--- src/sv/drflt_pkg.sv ---
`timescale 1ns / 1ps
`default_nettype none
// Shared constants, types and date helpers for the dated rate floor table.
// Used by every module of the block; depends on nothing else.

package drflt_pkg;

    localparam int TABLE_DEPTH = 256;
    localparam int YEAR_W      = 14;
    localparam int MONTH_W     = 7;
    localparam int DAY_W       = 7;
    localparam int KEY_W       = 23;
    localparam int RATE_W      = 31;
    localparam int AMOUNT_W    = 32;
    localparam int PRODUCT_W   = 63;
    localparam int STATUS_W    = 3;
    localparam int IN_DATA_W   = 64;
    localparam int OUT_DATA_W  = 64;
    localparam int GROUP_SIZE  = 16;
    localparam int NUM_GROUPS  = (TABLE_DEPTH + GROUP_SIZE - 1) / GROUP_SIZE;
    localparam int PAD_DEPTH   = NUM_GROUPS * GROUP_SIZE;

    localparam logic [STATUS_W-1:0] ST_OK         = 3'd0;
    localparam logic [STATUS_W-1:0] ST_BAD_DATE   = 3'd1;
    localparam logic [STATUS_W-1:0] ST_NEG_AMOUNT = 3'd2;
    localparam logic [STATUS_W-1:0] ST_TOO_LARGE  = 3'd3;
    localparam logic [STATUS_W-1:0] ST_NO_EARLIER = 3'd4;
    localparam logic [STATUS_W-1:0] ST_FULL       = 3'd5;
    localparam logic [STATUS_W-1:0] ST_NEG_RATE   = 3'd6;

    localparam logic OP_INSERT = 1'b0;
    localparam logic OP_QUERY  = 1'b1;

    localparam logic [AMOUNT_W-1:0] AMOUNT_LIMIT = 32'd65536000;
    localparam logic [YEAR_W-1:0]   MAX_YEAR     = 14'd9999;

    typedef struct packed {
        logic              valid;
        logic [KEY_W-1:0]  date;
        logic [RATE_W-1:0] rate;
    } cell_t;

    // Broadcast from the sequencer to every cell.
    typedef struct packed {
        logic              cmp;
        logic              ins;
        logic              ovw;
        logic [KEY_W-1:0]  key;
        logic [RATE_W-1:0] rate;
    } ctl_t;

    typedef struct packed {
        logic              hit;
        logic              eq;
        logic [RATE_W-1:0] rate;
    } grp_t;

    function automatic logic [4:0] month_days(input logic [3:0] m, input logic leap);
        logic [4:0] n;
        begin
            case (m)
                4'd2:    n = leap ? 5'd29 : 5'd28;
                4'd4:    n = 5'd30;
                4'd6:    n = 5'd30;
                4'd9:    n = 5'd30;
                4'd11:   n = 5'd30;
                default: n = 5'd31;
            endcase
            return n;
        end
    endfunction

    // Gregorian check; y / 100 by reciprocal multiply, exact for 14-bit years.
    function automatic logic date_valid(input logic [YEAR_W-1:0] y,
                                        input logic [MONTH_W-1:0] m,
                                        input logic [DAY_W-1:0] d);
        logic [26:0] recip;
        logic [7:0]  q;
        logic [14:0] hund;
        logic [13:0] rem;
        logic        leap;
        logic        ok;
        begin
            recip = {13'd0, y} * 27'd5243;
            q     = recip[26:19];
            hund  = {7'd0, q} * 15'd100;
            rem   = y - hund[13:0];
            leap  = ((y[1:0] == 2'd0) && (rem != 14'd0))
                  || ((rem == 14'd0) && (y[3:0] == 4'd0));
            ok = (y <= MAX_YEAR) && (m >= 7'd1) && (m <= 7'd12) && (d >= 7'd1);
            if (ok)
            begin
                ok = (d <= {2'd0, month_days(m[3:0], leap)});
            end
            return ok;
        end
    endfunction

endpackage

`default_nettype wire

--- src/sv/drflt_group.sv ---
`timescale 1ns / 1ps
`default_nettype none
// Registered reduction of one group of cells: floor rate and match flags.
// Depends on drflt_pkg.

module drflt_group (
    input  wire logic                                            clk,
    input  wire logic [drflt_pkg::GROUP_SIZE-1:0]                sel,
    input  wire logic [drflt_pkg::GROUP_SIZE-1:0]                eq,
    input  wire logic [drflt_pkg::GROUP_SIZE-1:0][drflt_pkg::RATE_W-1:0] rate,
    output drflt_pkg::grp_t                                      grp
);

    logic [drflt_pkg::RATE_W-1:0] rate_reg, rate_next;
    logic                         hit_reg, hit_next;
    logic                         eq_reg, eq_next;

    always_comb
    begin
        rate_next = '0;
        for (int i = 0; i < drflt_pkg::GROUP_SIZE; i++)
        begin
            rate_next = rate_next | (rate[i] & {drflt_pkg::RATE_W{sel[i]}});
        end
        hit_next = |sel;
        eq_next  = |eq;
    end

    always_ff @(posedge clk)
    begin
        rate_reg <= rate_next;
        hit_reg  <= hit_next;
        eq_reg   <= eq_next;
    end

    assign grp.rate = rate_reg;
    assign grp.hit  = hit_reg;
    assign grp.eq   = eq_reg;

endmodule

`default_nettype wire

--- config.mk ---
export PLATFORM = sky130hd
export DESIGN_NAME = drflt_group
export DESIGN_NICKNAME = d
export VERILOG_FILES = /design/src/sv/drflt_pkg.sv /design/src/sv/drflt_group.sv
export SDC_FILE = /design/constraint.sdc
export NUM_CORES = 1
export LEC_CHECK = 0
export ABC_AREA = 0
export BUFFER_PORTS_ARGS = -buffer_cell sky130_fd_sc_hd__buf_2
export CAP_MARGIN = 10
export CORE_AREA = 3 3 215 217
export CTS_BUF_LIST = sky130_fd_sc_hd__clkbuf_4 sky130_fd_sc_hd__clkbuf_8 sky130_fd_sc_hd__clkbuf_16
export DETAILED_ROUTE_END_ITERATION = 16
export DIE_AREA = 0 0 218 220
export SYNTH_ARGS = -nofsm -noshare
export SYNTH_HDL_FRONTEND = slang
export SYNTH_SLANG_ARGS = --single-unit
--- constraint.sdc ---
create_clock -name clk -period 1.3 [get_ports clk]
set_clock_uncertainty 0.15 [all_clocks]
set_input_delay 0.26 -clock clk [delete_from_list [all_inputs] [get_ports clk]]
set_output_delay 0.26 -clock clk [all_outputs]
set_load 0.03 [all_outputs]
==> results_dict.tcl <==
set metrics [dict create \
    status "complete, but fails checks" \
    failing_checks "setup timing" \
    crit_path_cell_trace "dlygate4sd3_1 > buf_2 > nor4_2 > nand4_1" \
    finalHoldViolations 0 \
    post-route-min-period_ns 1.32 \
    vias_per_cell 4.42 \
    post_synth_mux_area_share_pct 0 \
    grt_antenna_before_repair 5 \
    ctsLongestPathBuffers 2 \
    worstHoldEndpoint "rate_reg[9]" \
    max_stage_delay_ns 0.54 \
    path_max_fanout 1 \
    synth_commonest_cells "sky130_fd_sc_hd__a22o_1 (121), sky130_fd_sc_hd__a221oi_1 (118), sky130_fd_sc_hd__dfxtp_1 (33), sky130_fd_sc_hd__nand4_1 (33), sky130_fd_sc_hd__buf_6 (24)" \
    critical_path_class "in2reg" \
    power_per_cell_area_nw_per_um2 598 \
    largest_register_ffs 31 \
    static-leakage-power_nw 3.97 \
    worst_setup_path_start_kind "input pin" \
    maxCapViolations 0 \
    cts_root_buffer "sky130_fd_sc_hd__clkbuf_16" \
    cell_family_with_the_largest_share_of_critical_path_delay "buffers and inverters" \
    slew_viol_final 0 \
    chipWidth_um 218 \
    yosys_top_cell_area_share_pct 30.2 \
    pin_count_of_the_biggest_net_entering_global_routing 32 \
    synthMostInstantiatedCell "sky130_fd_sc_hd__a22o_1" \
    cts_buffer_count 5 \
    synth_simple_gate_area_share_pct 7.30 \
    worstPathRequired_ns 1.33 \
    htree_num_levels 2 \
    main_combinational_cell_family_by_area_after_synthesis "compound AO/OA/AOI/OAI gates" \
    post_synth_edffs 0 \
    globalRouteTotalUtil_pct 14.3 \
    post-synth-top-area-cell "sky130_fd_sc_hd__a22o_1" \
    synth_nets 901 \
    max_freq_ghz 0.757 \
    worst-endpoint-arrival_ns 1.35 \
    buffer_ports.inserted 561 \
    synth_compound_gate_area_share_pct 63.0 \
    ys_top_cells_by_area "sky130_fd_sc_hd__a22o_1 (30%), sky130_fd_sc_hd__a221oi_1 (29%), sky130_fd_sc_hd__dfxtp_1 (19%)" \
    wire_per_inst_um 23.8 \
    num-fill-cells 4983 \
    timing.final.ws_setup_ns -0.0202 \
    drt-total-wl_um 38100 \
    yosysWarnings 0 \
    floorplan.core_area_um2 44300 \
    cts_sink_cnt 33 \
    tritoncts_clock_tree "done" \
    finalHoldWorstSlack_ns 0.0224 \
    dr_total_vias 7064 \
    syn_area_per_cell_um2 9.45 \
    mappedNetlistArea_um2 3510 \
    postSynthRegisterBits 33 \
    finalSetupTns_ns -0.0202 \
    multi_input_area_um2 2730 \
    worstMarginPinSlew_ns 0.471 \
    postSynth.topFlopCell "sky130_fd_sc_hd__dfxtp_1" \
    buffer_and_inverter_count_on_the_worst_path 2 \
    drive_above_1_share_pct 69.5 \
    grt_first_pass_wirelength_um 48400 \
    crit_path_end_kind "flop" \
    slew-limit-headroom_pct 68.6 \
    route.antenna.remaining_nets 0 \
    globalplace.congestion 0.910 \
    synthCells 372 \
    place.detailed.hpwl_um 30400 \
    total_of_endpoints_with_negative_setup_slack_in_the_final_report 1 \
    area_growth_syn_to_layout_pct 137 \
    seq_area_um2 664 \
    fp.dieArea_um2 48000 \
    clkTransAtPathRegs_ns 0.08 \
    detail_route.iter0.violations 546 \
    min_delay_path_depth 3 \
    layout.nets 1530 \
    initial_cell_density_of_the_core_pct 7.93 \
    floorplan.io_pins 562 \
    yosys.area_share.adder_pct 0 \
    fraction_of_synthesized_cell_area_in_xor_and_xnor_cells_pct 0 \
    synth_cell_types 12 \
    yosysSeqAreaShare_pct 18.8 \
    route.detailed.drc 0 \
    fp-row-count 77 \
    hp-start "rate[319]" \
    share_of_the_clock_period_used_by_the_worst_path_pct 102 \
    synthArstFlopShare_pct 0 \
    peakVddDrop_mv 0.384 \
    die_boundary_height_um 220 \
    drtPass1Iterations 5 \
    globalRoute.totalOverflow 0 \
    number_of_global_route_vias_before_repair 6996 \
    hold_path_class "in2reg" \
    critical-path-slowest-cell "sky130_fd_sc_hd__dlygate4sd3_1" \
]
==> worst max path at each step <==
stage	endpoint	cells after the start	slack (ns)	startpoint
after floorplan	rate_reg[0]	4	0.15	sel[4]
after global placement	rate_reg[11]	6	-0.58	sel[0]
after detailed placement	rate_reg[0]	6	-0.60	sel[5]
after CTS	rate_reg[5]	5	-0.007	sel[2]
after global routing	eq_reg	4	-0.08	eq[13]
final	eq_reg	4	-0.02	eq[13]
==> cell families after synthesis <==
kind of cell	after synthesis
buffers and inverters	50
flip-flops	33
AO/OA/AOI/OAI	248
AND/OR/NAND/NOR	41
==> what timing repair did <==
| action | in CTS | in global routing |
|---|---|---|
| pin swaps | 0 | 4 |
| hold endpoints to repair | 8 | 0 |
| buffers inserted | 0 | 3 |
| hold buffers | 24 | 0 |
| gates cloned | 0 | 3 |
| endpoints found under the setup margin | 25 | 29 |
| resized for setup | 31 | 37 |
==> layout by cell type, fill, tap and decap left out, drive strengths merged <==
cell,Yosys,routed
a221oi,124,124
a22o,124,124
buf,35,642
clkbuf,15,12
clkinv,0,2
dfxtp,33,33
diode,0,4
dlygate4sd3,0,24
nand4,33,33
nor4,8,8
==> worst min-delay path, cell delays in order <==
cell	delay, ns
sky130_fd_sc_hd__buf_2	0.07
sky130_fd_sc_hd__a221oi_1	0.06
sky130_fd_sc_hd__nand4_1	0.08
==> metrics by stage <==
step	std cells	setup slack, ns	area (um2)	util, %	power, mW
2_1_floorplan	372	0.152	3510	-	1.85
3_3_place_gp	1559	-0.580	7520	17.0	3.37
3_5_place_dp	1559	-0.596	7520	17.0	3.38
4_1_cts	1591	-0.00690	8070	18.2	5.00
5_1_grt	1597	-0.0759	8330	18.8	5.31
6_report	1598	-0.0202	8330	18.8	4.98
==> report_power, final <==
group          internal [mW]  leakage [nW]  switching, mW
Sequential              1.02         0.267        0.00392
Combinational           1.38          3.63           1.21
Clock                  0.731        0.0741          0.648
==> final cells by class <==
class	count	area share, %
clock buffers	6	1.59
diodes	4	0.120
repair buffers	672	48.6
well taps	592	8.89
clock inverters	2	0.120
multi-input cells	289	32.7
flip-flops and latches	33	7.97
==> routing by layer <==
metal	share of wire (%)	GRT usage, %	vias to the layer above
met1	41	18.1	3414
met3	8.8	3.67	65
met2	47	23.4	544
li1	-	-	3039
met5	0.034	0	-
met4	2.8	5.04	2
No activity file was read; power rests on OpenSTA's default activity.
