## config.mk

```make
export PLATFORM = sky130hd
export DESIGN_NAME = drflt_cell
export DESIGN_NICKNAME = d
export VERILOG_FILES = /design/src/sv/drflt_pkg.sv /design/src/sv/drflt_cell.sv
export SDC_FILE = /design/constraint.sdc
export NUM_CORES = 1
export LEC_CHECK = 0
export ABC_AREA = 1
export BUFFER_PORTS_ARGS = -buffer_cell sky130_fd_sc_hd__buf_2
export CAP_MARGIN = 15
export CORE_MARGIN = 2
export CORE_UTILIZATION = 48
export DETAILED_ROUTE_END_ITERATION = 6
export PLACE_DENSITY = 0.85
export SLEW_MARGIN = 20
export SYNTH_ARGS = -nofsm -noshare
export SYNTH_HDL_FRONTEND = slang
export SYNTH_SLANG_ARGS = --single-unit
```

## constraint.sdc

```tcl
create_clock -name clk -period 3.85 [get_ports clk]
set_input_delay 0.5775 -clock clk [delete_from_list [all_inputs] [get_ports clk]]
set_output_delay 0.5775 -clock clk [all_outputs]
set_load 0.1 [all_outputs]
```

## src/sv/drflt_pkg.sv

```systemverilog
`timescale 1ns / 1ps
`default_nettype none
// Shared constants, types and date helpers for the dated rate floor table.
// Used by every module of the block; depends on nothing else.

package drflt_pkg;

    localparam int TABLE_DEPTH = 256;
    localparam int YEAR_W      = 14;
    localparam int MONTH_W     = 7;
    localparam int DAY_W       = 7;
    localparam int KEY_W       = 23;
    localparam int RATE_W      = 31;
    localparam int AMOUNT_W    = 32;
    localparam int PRODUCT_W   = 63;
    localparam int STATUS_W    = 3;
    localparam int IN_DATA_W   = 64;
    localparam int OUT_DATA_W  = 64;
    localparam int GROUP_SIZE  = 16;
    localparam int NUM_GROUPS  = (TABLE_DEPTH + GROUP_SIZE - 1) / GROUP_SIZE;
    localparam int PAD_DEPTH   = NUM_GROUPS * GROUP_SIZE;

    localparam logic [STATUS_W-1:0] ST_OK         = 3'd0;
    localparam logic [STATUS_W-1:0] ST_BAD_DATE   = 3'd1;
    localparam logic [STATUS_W-1:0] ST_NEG_AMOUNT = 3'd2;
    localparam logic [STATUS_W-1:0] ST_TOO_LARGE  = 3'd3;
    localparam logic [STATUS_W-1:0] ST_NO_EARLIER = 3'd4;
    localparam logic [STATUS_W-1:0] ST_FULL       = 3'd5;
    localparam logic [STATUS_W-1:0] ST_NEG_RATE   = 3'd6;

    localparam logic OP_INSERT = 1'b0;
    localparam logic OP_QUERY  = 1'b1;

    localparam logic [AMOUNT_W-1:0] AMOUNT_LIMIT = 32'd65536000;
    localparam logic [YEAR_W-1:0]   MAX_YEAR     = 14'd9999;

    typedef struct packed {
        logic              valid;
        logic [KEY_W-1:0]  date;
        logic [RATE_W-1:0] rate;
    } cell_t;

    // Broadcast from the sequencer to every cell.
    typedef struct packed {
        logic              cmp;
        logic              ins;
        logic              ovw;
        logic [KEY_W-1:0]  key;
        logic [RATE_W-1:0] rate;
    } ctl_t;

    typedef struct packed {
        logic              hit;
        logic              eq;
        logic [RATE_W-1:0] rate;
    } grp_t;

    function automatic logic [4:0] month_days(input logic [3:0] m, input logic leap);
        logic [4:0] n;
        begin
            case (m)
                4'd2:    n = leap ? 5'd29 : 5'd28;
                4'd4:    n = 5'd30;
                4'd6:    n = 5'd30;
                4'd9:    n = 5'd30;
                4'd11:   n = 5'd30;
                default: n = 5'd31;
            endcase
            return n;
        end
    endfunction

    // Gregorian check; y / 100 by reciprocal multiply, exact for 14-bit years.
    function automatic logic date_valid(input logic [YEAR_W-1:0] y,
                                        input logic [MONTH_W-1:0] m,
                                        input logic [DAY_W-1:0] d);
        logic [26:0] recip;
        logic [7:0]  q;
        logic [14:0] hund;
        logic [13:0] rem;
        logic        leap;
        logic        ok;
        begin
            recip = {13'd0, y} * 27'd5243;
            q     = recip[26:19];
            hund  = {7'd0, q} * 15'd100;
            rem   = y - hund[13:0];
            leap  = ((y[1:0] == 2'd0) && (rem != 14'd0))
                  || ((rem == 14'd0) && (y[3:0] == 4'd0));
            ok = (y <= MAX_YEAR) && (m >= 7'd1) && (m <= 7'd12) && (d >= 7'd1);
            if (ok)
            begin
                ok = (d <= {2'd0, month_days(m[3:0], leap)});
            end
            return ok;
        end
    endfunction

endpackage

`default_nettype wire

```

## src/sv/drflt_cell.sv

```systemverilog
`timescale 1ns / 1ps
`default_nettype none
// One table slot: holds a dated rate, compares it against the broadcast key
// and shifts from its lower neighbor on insert. Depends on drflt_pkg.

module drflt_cell (
    input  wire logic            clk,
    input  wire logic            rst_n,
    input  wire drflt_pkg::ctl_t  ctl,
    input  wire drflt_pkg::cell_t prev_data,
    input  wire logic            prev_lt,
    input  wire logic            next_lt,
    input  wire logic            next_eq,
    output drflt_pkg::cell_t     data,
    output logic                 lt,
    output logic                 eq,
    output logic                 sel
);

    logic                          valid_reg, valid_next;
    logic [drflt_pkg::KEY_W-1:0]   date_reg, date_next;
    logic [drflt_pkg::RATE_W-1:0]  rate_reg, rate_next;
    logic                          lt_reg, lt_next;
    logic                          eq_reg, eq_next;

    always_comb
    begin
        valid_next = valid_reg;
        date_next  = date_reg;
        rate_next  = rate_reg;
        lt_next    = lt_reg;
        eq_next    = eq_reg;
        if (ctl.cmp)
        begin
            lt_next = valid_reg && (date_reg < ctl.key);
            eq_next = valid_reg && (date_reg == ctl.key);
        end
        if (ctl.ovw && eq_reg)
        begin
            rate_next = ctl.rate;
        end
        if (ctl.ins && !lt_reg)
        begin
            if (prev_lt)
            begin
                valid_next = 1'b1;
                date_next  = ctl.key;
                rate_next  = ctl.rate;
            end
            else
            begin
                // advance the entry one slot up
                valid_next = prev_data.valid;
                date_next  = prev_data.date;
                rate_next  = prev_data.rate;
            end
        end
    end

    always_ff @(posedge clk or negedge rst_n)
    begin
        if (!rst_n)
        begin
            valid_reg <= 1'b0;
            lt_reg    <= 1'b0;
            eq_reg    <= 1'b0;
        end
        else
        begin
            valid_reg <= valid_next;
            lt_reg    <= lt_next;
            eq_reg    <= eq_next;
        end
    end

    always_ff @(posedge clk)
    begin
        date_reg <= date_next;
        rate_reg <= rate_next;
    end

    assign data.valid = valid_reg;
    assign data.date  = date_reg;
    assign data.rate  = rate_reg;
    assign lt         = lt_reg;
    assign eq         = eq_reg;
    // floor slot: exact match, or last entry below the key
    assign sel        = eq_reg || (lt_reg && !next_lt && !next_eq);

endmodule

`default_nettype wire

```

==> results of run 1 <==
[power by group through the flow]
stage / combinational [mW] / sequential [mW] / clock (mW)
6_report: 0.778 / 0.794 / 0.447
5_1_grt: 0.825 / 0.801 / 0.482
4_1_cts: 0.782 / 0.795 / 0.459
3_5_place_dp: 0.780 / 0.807 / 0
3_3_place_gp: 0.767 / 0.805 / 0
2_1_floorplan: 0.192 / 1.25 / 0
[layout make-up]
cell class,count,area [sq um]
Fill cell,525,2150
Sequential cell,57,1700
Multi-Input combinational cell,229,1160
Timing Repair Buffer,175,878
Inverter,39,146
Clock buffer,11,131
Tap cell,77,96.3
Clock inverter,5,22.5
[cell usage in the layout, fill, tap and decap left out, types with 2 or more instances in the layout]
master	count
nor2_2	2
dfrtp_1	3
clkinv_2	3
inv_1	37
nor2_1	29
buf_2	174
ha_1	23
clkinv_1	2
edfxtp_1	54
inv_2	2
nand3_1	3
clkbuf_8	9
nand2_1	135
a21oi_1	28
clkbuf_1	2
[Yosys cell counts (all sizes together)]
cell	number	area [sq um]
inv	39	146
a21o	1	7.51
buf	12	91.3
o31ai	1	7.51
nand3b	1	7.51
ha	23	288
nand3	3	15.0
o21ai	1	5.00
mux2	1	11.3
or2	1	6.26
dfrtp	3	75.1
nand2	136	513
edfxtp	54	1620
nor2	32	141
a21oi	28	140
o22a	1	8.76
[logic make-up after synthesis]
group | Yosys count | share of synthesized area [%]
compound gates | 32 | 5.47
mux | 1 | 0.365
buf+inv | 51 | 7.70
flops | 57 | 55.0
simple gates | 173 | 22.1
fa+ha+maj | 23 | 9.33
[worst paths after layout]
check / slack, ns / depth (start not counted) / end / from
worst max-delay path: 1.89 / 3 / sel / lt
worst min-delay path: 0.03 / 1 / valid_reg / rst_n
worst max register to register: 2.11 / 6 / rate_reg[26] / lt
worst min register to register: 0.57 / 1 / valid_reg / valid_reg
max in group asynchronous: 3.70 / 1 / lt / rst_n
min in group clk: 0.47 / 2 / eq / ctl[56]
[worst max-delay path: stages (launching register included)]
cell	delay, ns
dfrtp_1	0.38
inv_2	0.07
o31ai_2	0.16
buf_2	0.46
[per-stage QoR]
stage / hold slack [ns] / utilization, % / area [sq um] / std cells / setup slack [ns]
2_1_floorplan: 0.282 / - / 3090 / 337 / 0.857
3_3_place_gp: 0.372 / 63.3 / 3970 / 577 / 1.66
3_5_place_dp: 0.376 / 63.3 / 3970 / 577 / 1.58
4_1_cts: 0.0202 / 65.8 / 4130 / 593 / 1.86
5_1_grt: 0.0204 / 65.8 / 4130 / 593 / 1.70
6_report: 0.0335 / 65.8 / 4130 / 593 / 1.89
[routing by layer]
metal | routed length [microns] | up-vias
met4 | 153 | 0
met2 | 3700 | 132
met1 | 2830 | 1291
met3 | 717 | 14
li1 | - | 1431
met5 | 0 | -
==> results.yml, run 1 <==
min_path:
  hp-class: "in2async"
route:
  wirelength_microns: 7400
  vias_per_cell: 4.84
  vias: 2868
  drtIter0Drc: 59
  ant_nets: 0
  drc: 0
  wire_per_inst_microns: 12.5
  firstDrtPassIters: 4
global_route:
  grt.busiest_layer: "met2"
  grt_usage_pct: 21.6
  grt_max_degree: 47
  grt_use_met3_pct: 8.26
  grt_use_met1_pct: 22.7
  grt_use_met2_pct: 38.1
  grt.overflow.total: 0
  antenna_found_initial: 0
  grt_pass1_vias: 2936
  grt_pass1_wl_microns: 12200
critical_path:
  required_ns: 3.27
  crit_fanout: 3
  worstSetupEndpointType: "primary output"
  start_kind: "flop"
  critPathArrivalTime_ns: 1.39
  path_class: "reg2out"
pwr:
  p_clk_share_pct: 22.1
  seq_power_share_pct: 39.4
  leakage_nw: 2.21
  p_int_mw: 1.14
  combPwrFrac_pct: 38.5
  power_mw: 2.02
  max-vdd-ir-drop_mv: 0.292
  p_sw_mw: 0.877
  cellPowerDensity_mw_per_mm2: 489
  swShare_pct: 43.5
clock_network:
  cts_root_buffer: "clkbuf_8"
  h-tree-depth: 3
  cts_buffer_depth: 2
  cts_resized: 0
  cts_tree: "yes"
  cts.sinks: 57
  post_cts_buffers: 0
  cts_buffers: 9
  cts_hold_buf: 0
  clk_latency_ns: 0.32
  clk_pin_slew_ns: 0.07
timing:
  setup_viol: 0
  finClkSkew_ns: 0.0107
  fin_crit_ns: 1.96
  hold_viol: 0
  rsz0062_at_grt: "false"
  tns_ns: 0
  timing.final.crit_share_pct: 51.0
  maxSlewViolCount: 0
  maxSlewHeadroom_pct: 37.2
  max_freq_mhz: 509
  tightestPinTransition_ns: 0.941
layout:
  largest_reg_flops: 31
  syn_to_final_growth_pct: 33.8
  layout-drive-gt1-share_pct: 38.0
  insertedDiodeCount: 0
  final_nets: 651
floorplan:
  initial_core_util_pct: 49.2
  num_rows: 29
  dieArea_sq_mm: 0.00709
  core_sq_mm: 0.00628
  ioPinCount: 175
  die_y_microns: 84.2
  dieWidth_microns: 84.2
synth:
  synth_cell_types: 22
  netlist_area_sq_mm: 0.00309
  synth.ff_latch_count: 57
  yosysSeqAreaShare_pct: 55.0
  synth_nets: 477
  syn_avg_cell_area_sq_um: 9.16
  synth_warnings: 0
  postSynthCellCount: 337
placed_design:
  port_buffers: 174
  routabilityCongestion: 0.817
  dp.final_hpwl_microns: 5840
run_status:
  outcome: "complete, no violations"
job:
  maxCapViolCount: 0
Note: power is estimated with default switching activity, not from simulation.
==> inputs of run 2 (changes only) <==
--- a/config.mk
+++ b/config.mk
@@ -9,9 +9,9 @@
 export BUFFER_PORTS_ARGS = -buffer_cell sky130_fd_sc_hd__buf_2
 export CAP_MARGIN = 15
 export CORE_MARGIN = 2
-export CORE_UTILIZATION = 48
+export CORE_UTILIZATION = 40
 export DETAILED_ROUTE_END_ITERATION = 6
-export PLACE_DENSITY = 0.85
+export PLACE_DENSITY = 0.76
 export SLEW_MARGIN = 20
 export SYNTH_ARGS = -nofsm -noshare
 export SYNTH_HDL_FRONTEND = slang
==> constraint.sdc (replaced) <==
create_clock -name clk -period 1.7 [get_ports clk]
set_input_delay 0.255 -clock clk [delete_from_list [all_inputs] [get_ports clk]]
set_output_delay 0.255 -clock clk [all_outputs]
set_load 0.1 [all_outputs]
==> run 2 against run 1 <==
Core utilization fell by 9.4 points. Clock-buffer cell count unchanged. Power is 140% higher. First-iteration DRC count is 41% higher. Cell count up 5.1%. Clock power rose to 2.7 times the previous value. Wire length increased by 4.2%. Sequential power is 130% higher. Hold slack improved by 0.11 ns. Design area is 3.8% higher. Critical path type unchanged. Largest cell class unchanged. Largest power group is now combinational logic. Highest routed layer unchanged.
==> results.yml, run 2 (synthesis results as in run 1) <==
global_route:
  grt.overflow.total: 0
  antenna_found_initial: 0
  grt_usage_pct: 18.3
  grt_pass1_vias: 2716
  grt_pass1_wl_microns: 12000
  grt_max_degree: 33
clock_network:
  cts_buffer_depth: 2
  cts_root_buffer: "clkbuf_8"
  clk_latency_ns: 0.33
  h-tree-depth: 3
  cts_buffers: 9
  cts_tree: "yes"
  clk_pin_slew_ns: 0.07
  cts.sinks: 57
critical_path:
  worstSetupEndpointType: "primary output"
  path_class: "reg2out"
  critPathArrivalTime_ns: 1.27
  required_ns: 1.44
  cp_num_buf_inv: 2
  crit_fanout: 3
  critPathMaxStageDelay_ns: 0.41
  start_kind: "flop"
  cp_top_family: "flip-flops"
  cp_slowest_cell: "dfrtp_4"
  crit_chain: "inv_2 -> o31ai_4 -> buf_12"
timing:
  max_freq_mhz: 657
  timing.final.crit_share_pct: 89.5
  setup_viol: 0
  maxSlewHeadroom_pct: 65.9
  setup_slack_ns: 0.178
  finClkSkew_ns: 0.00856
  fin_crit_ns: 1.52
  maxSlewViolCount: 0
  hold_viol: 0
  tightestPinTransition_ns: 0.515
  rsz0062_at_grt: "false"
layout:
  mostFrequentLayoutCells: "buf_2 (173), nand2_1 (134), edfxtp_1 (54)"
  insertedDiodeCount: 0
  layout-drive-gt1-share_pct: 39.2
  stdcell_count: 623
  final_nets: 656
  fill_cells: 711
  final_cell_area_sq_mm: 0.00429
  largest_reg_flops: 31
  syn_to_final_growth_pct: 38.9
  final_common_cell: "buf_2"
route:
  firstDrtPassIters: 4
  drc: 0
  ant_nets: 0
  wirelength_microns: 7710
  vias: 2869
  drtIter0Drc: 83
  vias_per_cell: 4.61
  wire_per_inst_microns: 12.4
pwr:
  cellPowerDensity_mw_per_mm2: 1120
  seq_power_share_pct: 37.4
  swShare_pct: 42.3
  max-vdd-ir-drop_mv: 0.578
  leakage_nw: 2.24
  combPwrFrac_pct: 37.7
  p_clk_share_pct: 24.8
  p_sw_mw: 2.03
  p_int_mw: 2.77
floorplan:
  dieWidth_microns: 91.8
  initial_core_util_pct: 40.6
  ioPinCount: 175
  num_rows: 32
  die_y_microns: 91.8
  dieArea_sq_mm: 0.00843
  core_sq_mm: 0.00761
placed_design:
  post_dp_cell_area_sq_mm: 0.00410
  routabilityCongestion: 0.851
  place_inst: 606
  dp.final_hpwl_microns: 6140
  port_buffers: 174
  dp_slack_ns: 0.148
job:
  maxCapViolCount: 0
run_status:
  outcome: "complete, no violations"
min_path:
  hp-class: "in2reg"
[run 2: final timing paths]
path,startpoint,to,slack [ns],cells after the start
worst max-delay path,lt,sel,0.18,3
worst min-delay path,ctl[56],eq,0.14,2
worst max register to register,lt,rate_reg[17],0.24,6
worst min register to register,valid_reg,valid_reg,0.55,1
max in group asynchronous,rst_n,eq,1.31,2
min in group asynchronous,rst_n,valid_reg,0.26,2
[run 2: power by group through the flow]
stage	clock network, mW	registers [mW]	logic [mW]
floorplan	0	2.83	0.442
finish	1.19	1.80	1.81
global route	1.28	1.81	1.91
CTS	1.23	1.80	1.82
detailed placement	0	1.83	1.82
global placement	0	1.82	1.79
[run 2: area by class of cell]
class,instances,area [sq um],area share [%]
clock buffers,11,131,3.06
clock inverters,5,47.5,1.11
inverters,39,153,3.56
multi-input cells,229,1170,27.2
flip-flops and latches,57,1700,39.7
well taps,102,128,2.98
repair buffers,180,958,22.4
[run 2: repair_timing]
item	CTS	global route
hold buffers	1	0
resized for setup	0	2
buffers inserted	0	0
endpoints found under the setup margin	0	1
endpoints found under the hold margin	3	0
[run 2: stage by stage]
step / power (mW) / setup TNS (ns) / utilization (%) / hold slack [ns]
2_1_floorplan: 3.27 / -0.379 / - / -0.0406
3_3_place_gp: 3.61 / 0 / 53.8 / 0.0509
3_5_place_dp: 3.65 / 0 / 53.8 / 0.0547
4_1_cts: 4.85 / 0 / 56.3 / 0.114
5_1_grt: 5.00 / 0 / 56.3 / 0.132
6_report: 4.80 / 0 / 56.3 / 0.140
[run 2: per-layer routing]
metal  routed length [microns]  track usage (%)  vias to the layer above
li1                          -                -                     1443
met1                      3010             20.4                     1281
met2                      3860             31.7                      126
met3                       629             5.67                       19
met4                       213             9.20                        0
met5                         0                0                        -
==> inputs of run 3 (changes only) <==
--- a/config.mk
+++ b/config.mk
@@ -11,6 +11,7 @@
 export CORE_MARGIN = 2
 export CORE_UTILIZATION = 40
 export DETAILED_ROUTE_END_ITERATION = 6
+export GPL_TIMING_DRIVEN = 0
 export PLACE_DENSITY = 0.76
 export SLEW_MARGIN = 20
 export SYNTH_ARGS = -nofsm -noshare
==> run 3 against run 2 <==
Setup slack lost 0.15 ns. First-iteration DRC count grew 1.2%. Combinational power is essentially flat. Clock power is essentially flat. Clock-buffer cell count is the same. Sequential cell count is the same. Core utilization grew 0.099 points. Sequential power is essentially flat. Critical path type is now reg2reg. Largest cell class unchanged.
==> results.yml, run 3 (synthesis results as in run 1) <==
run_status:
  outcome: "complete, no violations"
pwr:
  cellPowerDensity_mw_per_mm2: 1110
  leakage_nw: 2.26
  swShare_pct: 42.1
  combPwrFrac_pct: 37.8
  p_int_mw: 2.77
  max-vdd-ir-drop_mv: 0.597
  power_mw: 4.78
  seq_power_share_pct: 37.7
  p_sw_mw: 2.01
  p_clk_share_pct: 24.5
placed_design:
  place_inst: 612
  dp.final_hpwl_microns: 6220
  port_buffers: 173
  dp_slack_ns: 0.0124
  routabilityCongestion: 0.782
timing:
  setup_viol: 0
  fin_crit_ns: 1.67
  maxSlewHeadroom_pct: 50.9
  maxSlewViolCount: 0
  setup_slack_ns: 0.0288
  tightestPinTransition_ns: 0.733
  finClkSkew_ns: 0.00807
  max_freq_mhz: 598
  hold_viol: 0
  timing.final.crit_share_pct: 98.3
  tns_ns: 0
  rsz0062_at_grt: "true"
clock_network:
  h-tree-depth: 3
  clk_pin_slew_ns: 0.06
  cts_buffer_depth: 2
  post_cts_buffers: 0
  clk_latency_ns: 0.33
  cts.sinks: 57
  cts_buffers: 9
  cts_tree: "yes"
  cts_root_buffer: "clkbuf_8"
critical_path:
  start_kind: "flop"
  worstSetupEndpointType: "flop"
  cp_num_buf_inv: 1
  crit_chain: "inv_2 -> nand2_2 -> nand2_2"
  critPathMaxStageDelay_ns: 0.57
  required_ns: 1.65
  cp_top_family: "simple AND/OR/NAND/NOR gates"
  crit_top_cell: "nand2_2"
  cp_slowest_cell: "nand2_2"
  path_class: "reg2reg"
  crit_fanout: 31
  critPathArrivalTime_ns: 1.62
floorplan:
  die_y_microns: 91.8
  num_rows: 32
  dieWidth_microns: 91.8
  ioPinCount: 175
  dieArea_sq_mm: 0.00843
  initial_core_util_pct: 40.6
  core_sq_mm: 0.00761
global_route:
  grt.overflow.total: 0
  grt_pass1_wl_microns: 12400
  antenna_found_initial: 0
  grt_max_degree: 32
  grt_pass1_vias: 2757
  grt_usage_pct: 18.9
layout:
  final_nets: 662
  mostFrequentLayoutCells: "buf_2 (176), nand2_1 (134), edfxtp_1 (54)"
  insertedDiodeCount: 0
  syn_to_final_growth_pct: 39.2
  final_common_cell: "buf_2"
  final_util_pct: 56.4
  stdcell_count: 629
  layout-drive-gt1-share_pct: 39.7
  largest_reg_flops: 31
  fill_cells: 725
min_path:
  hp-class: "in2reg"
route:
  vias_per_cell: 4.49
  drtIter0Drc: 84
  firstDrtPassIters: 4
  ant_nets: 0
  wire_per_inst_microns: 12.4
  wirelength_microns: 7800
  drc: 0
  vias: 2827
job:
  maxCapViolCount: 0
-- run 3: changes by cell type in the layout (fill, tap and decap cells not counted), sizes merged --
cell	change
buf	+6
-- run 3: final timing paths --
check,to,startpoint,depth (start not counted),slack (ns)
worst min-delay path,eq,ctl[56],2,0.12
worst max-delay path,rate_reg[5],lt,3,0.03
worst max register to register,rate_reg[5],lt,3,0.03
worst min register to register,valid_reg,valid_reg,1,0.53
max in group asynchronous,lt,rst_n,2,1.32
min in group asynchronous,eq,rst_n,2,0.26
-- run 3: final cells by class --
class                   instances  area (sq um)  share of cell area, %
plain buffers                  12          91.3                   2.13
clock buffers                  11           131                   3.06
clock inverters                 5          46.3                   1.08
inverters                      39           150                   3.50
multi-input cells             229          1170                   27.2
flip-flops and latches         57          1700                   39.6
well taps                     102           128                   2.97
repair buffers                174           878                   20.5
-- run 3: power by group through the flow --
stage	Sequential, mW	Clock (mW)	Combinational [mW]
6_report	1.80	1.17	1.80
5_1_grt	1.82	1.28	1.91
4_1_cts	1.80	1.21	1.82
3_5_place_dp	1.83	0	1.81
3_3_place_gp	1.82	0	1.79
2_1_floorplan	2.83	0	0.442
-- run 3: routing by layer --
metal	vias up	routed length [microns]	GRT usage (%)
li1	1455	-	-
met1	1245	3100	21.1
met2	121	3940	33.8
met3	6	682	6.74
met4	0	74	5.35
met5	-	0	0
-- run 3: repair_timing --
action                     CTS  global route
gates resized for setup      1             0
hold endpoints to repair     3             0
pin swaps                    0             1
setup endpoints to repair    1            32
hold buffers                 1             0
-- run 3: stage by stage --
step                      hold WS [ns]  cell area (sq um)
after detailed placement        0.0519               4100
after floorplan                -0.0406               3110
final                            0.124               4290
after global placement          0.0498               4100
after global routing             0.111               4290
after CTS                        0.108               4290
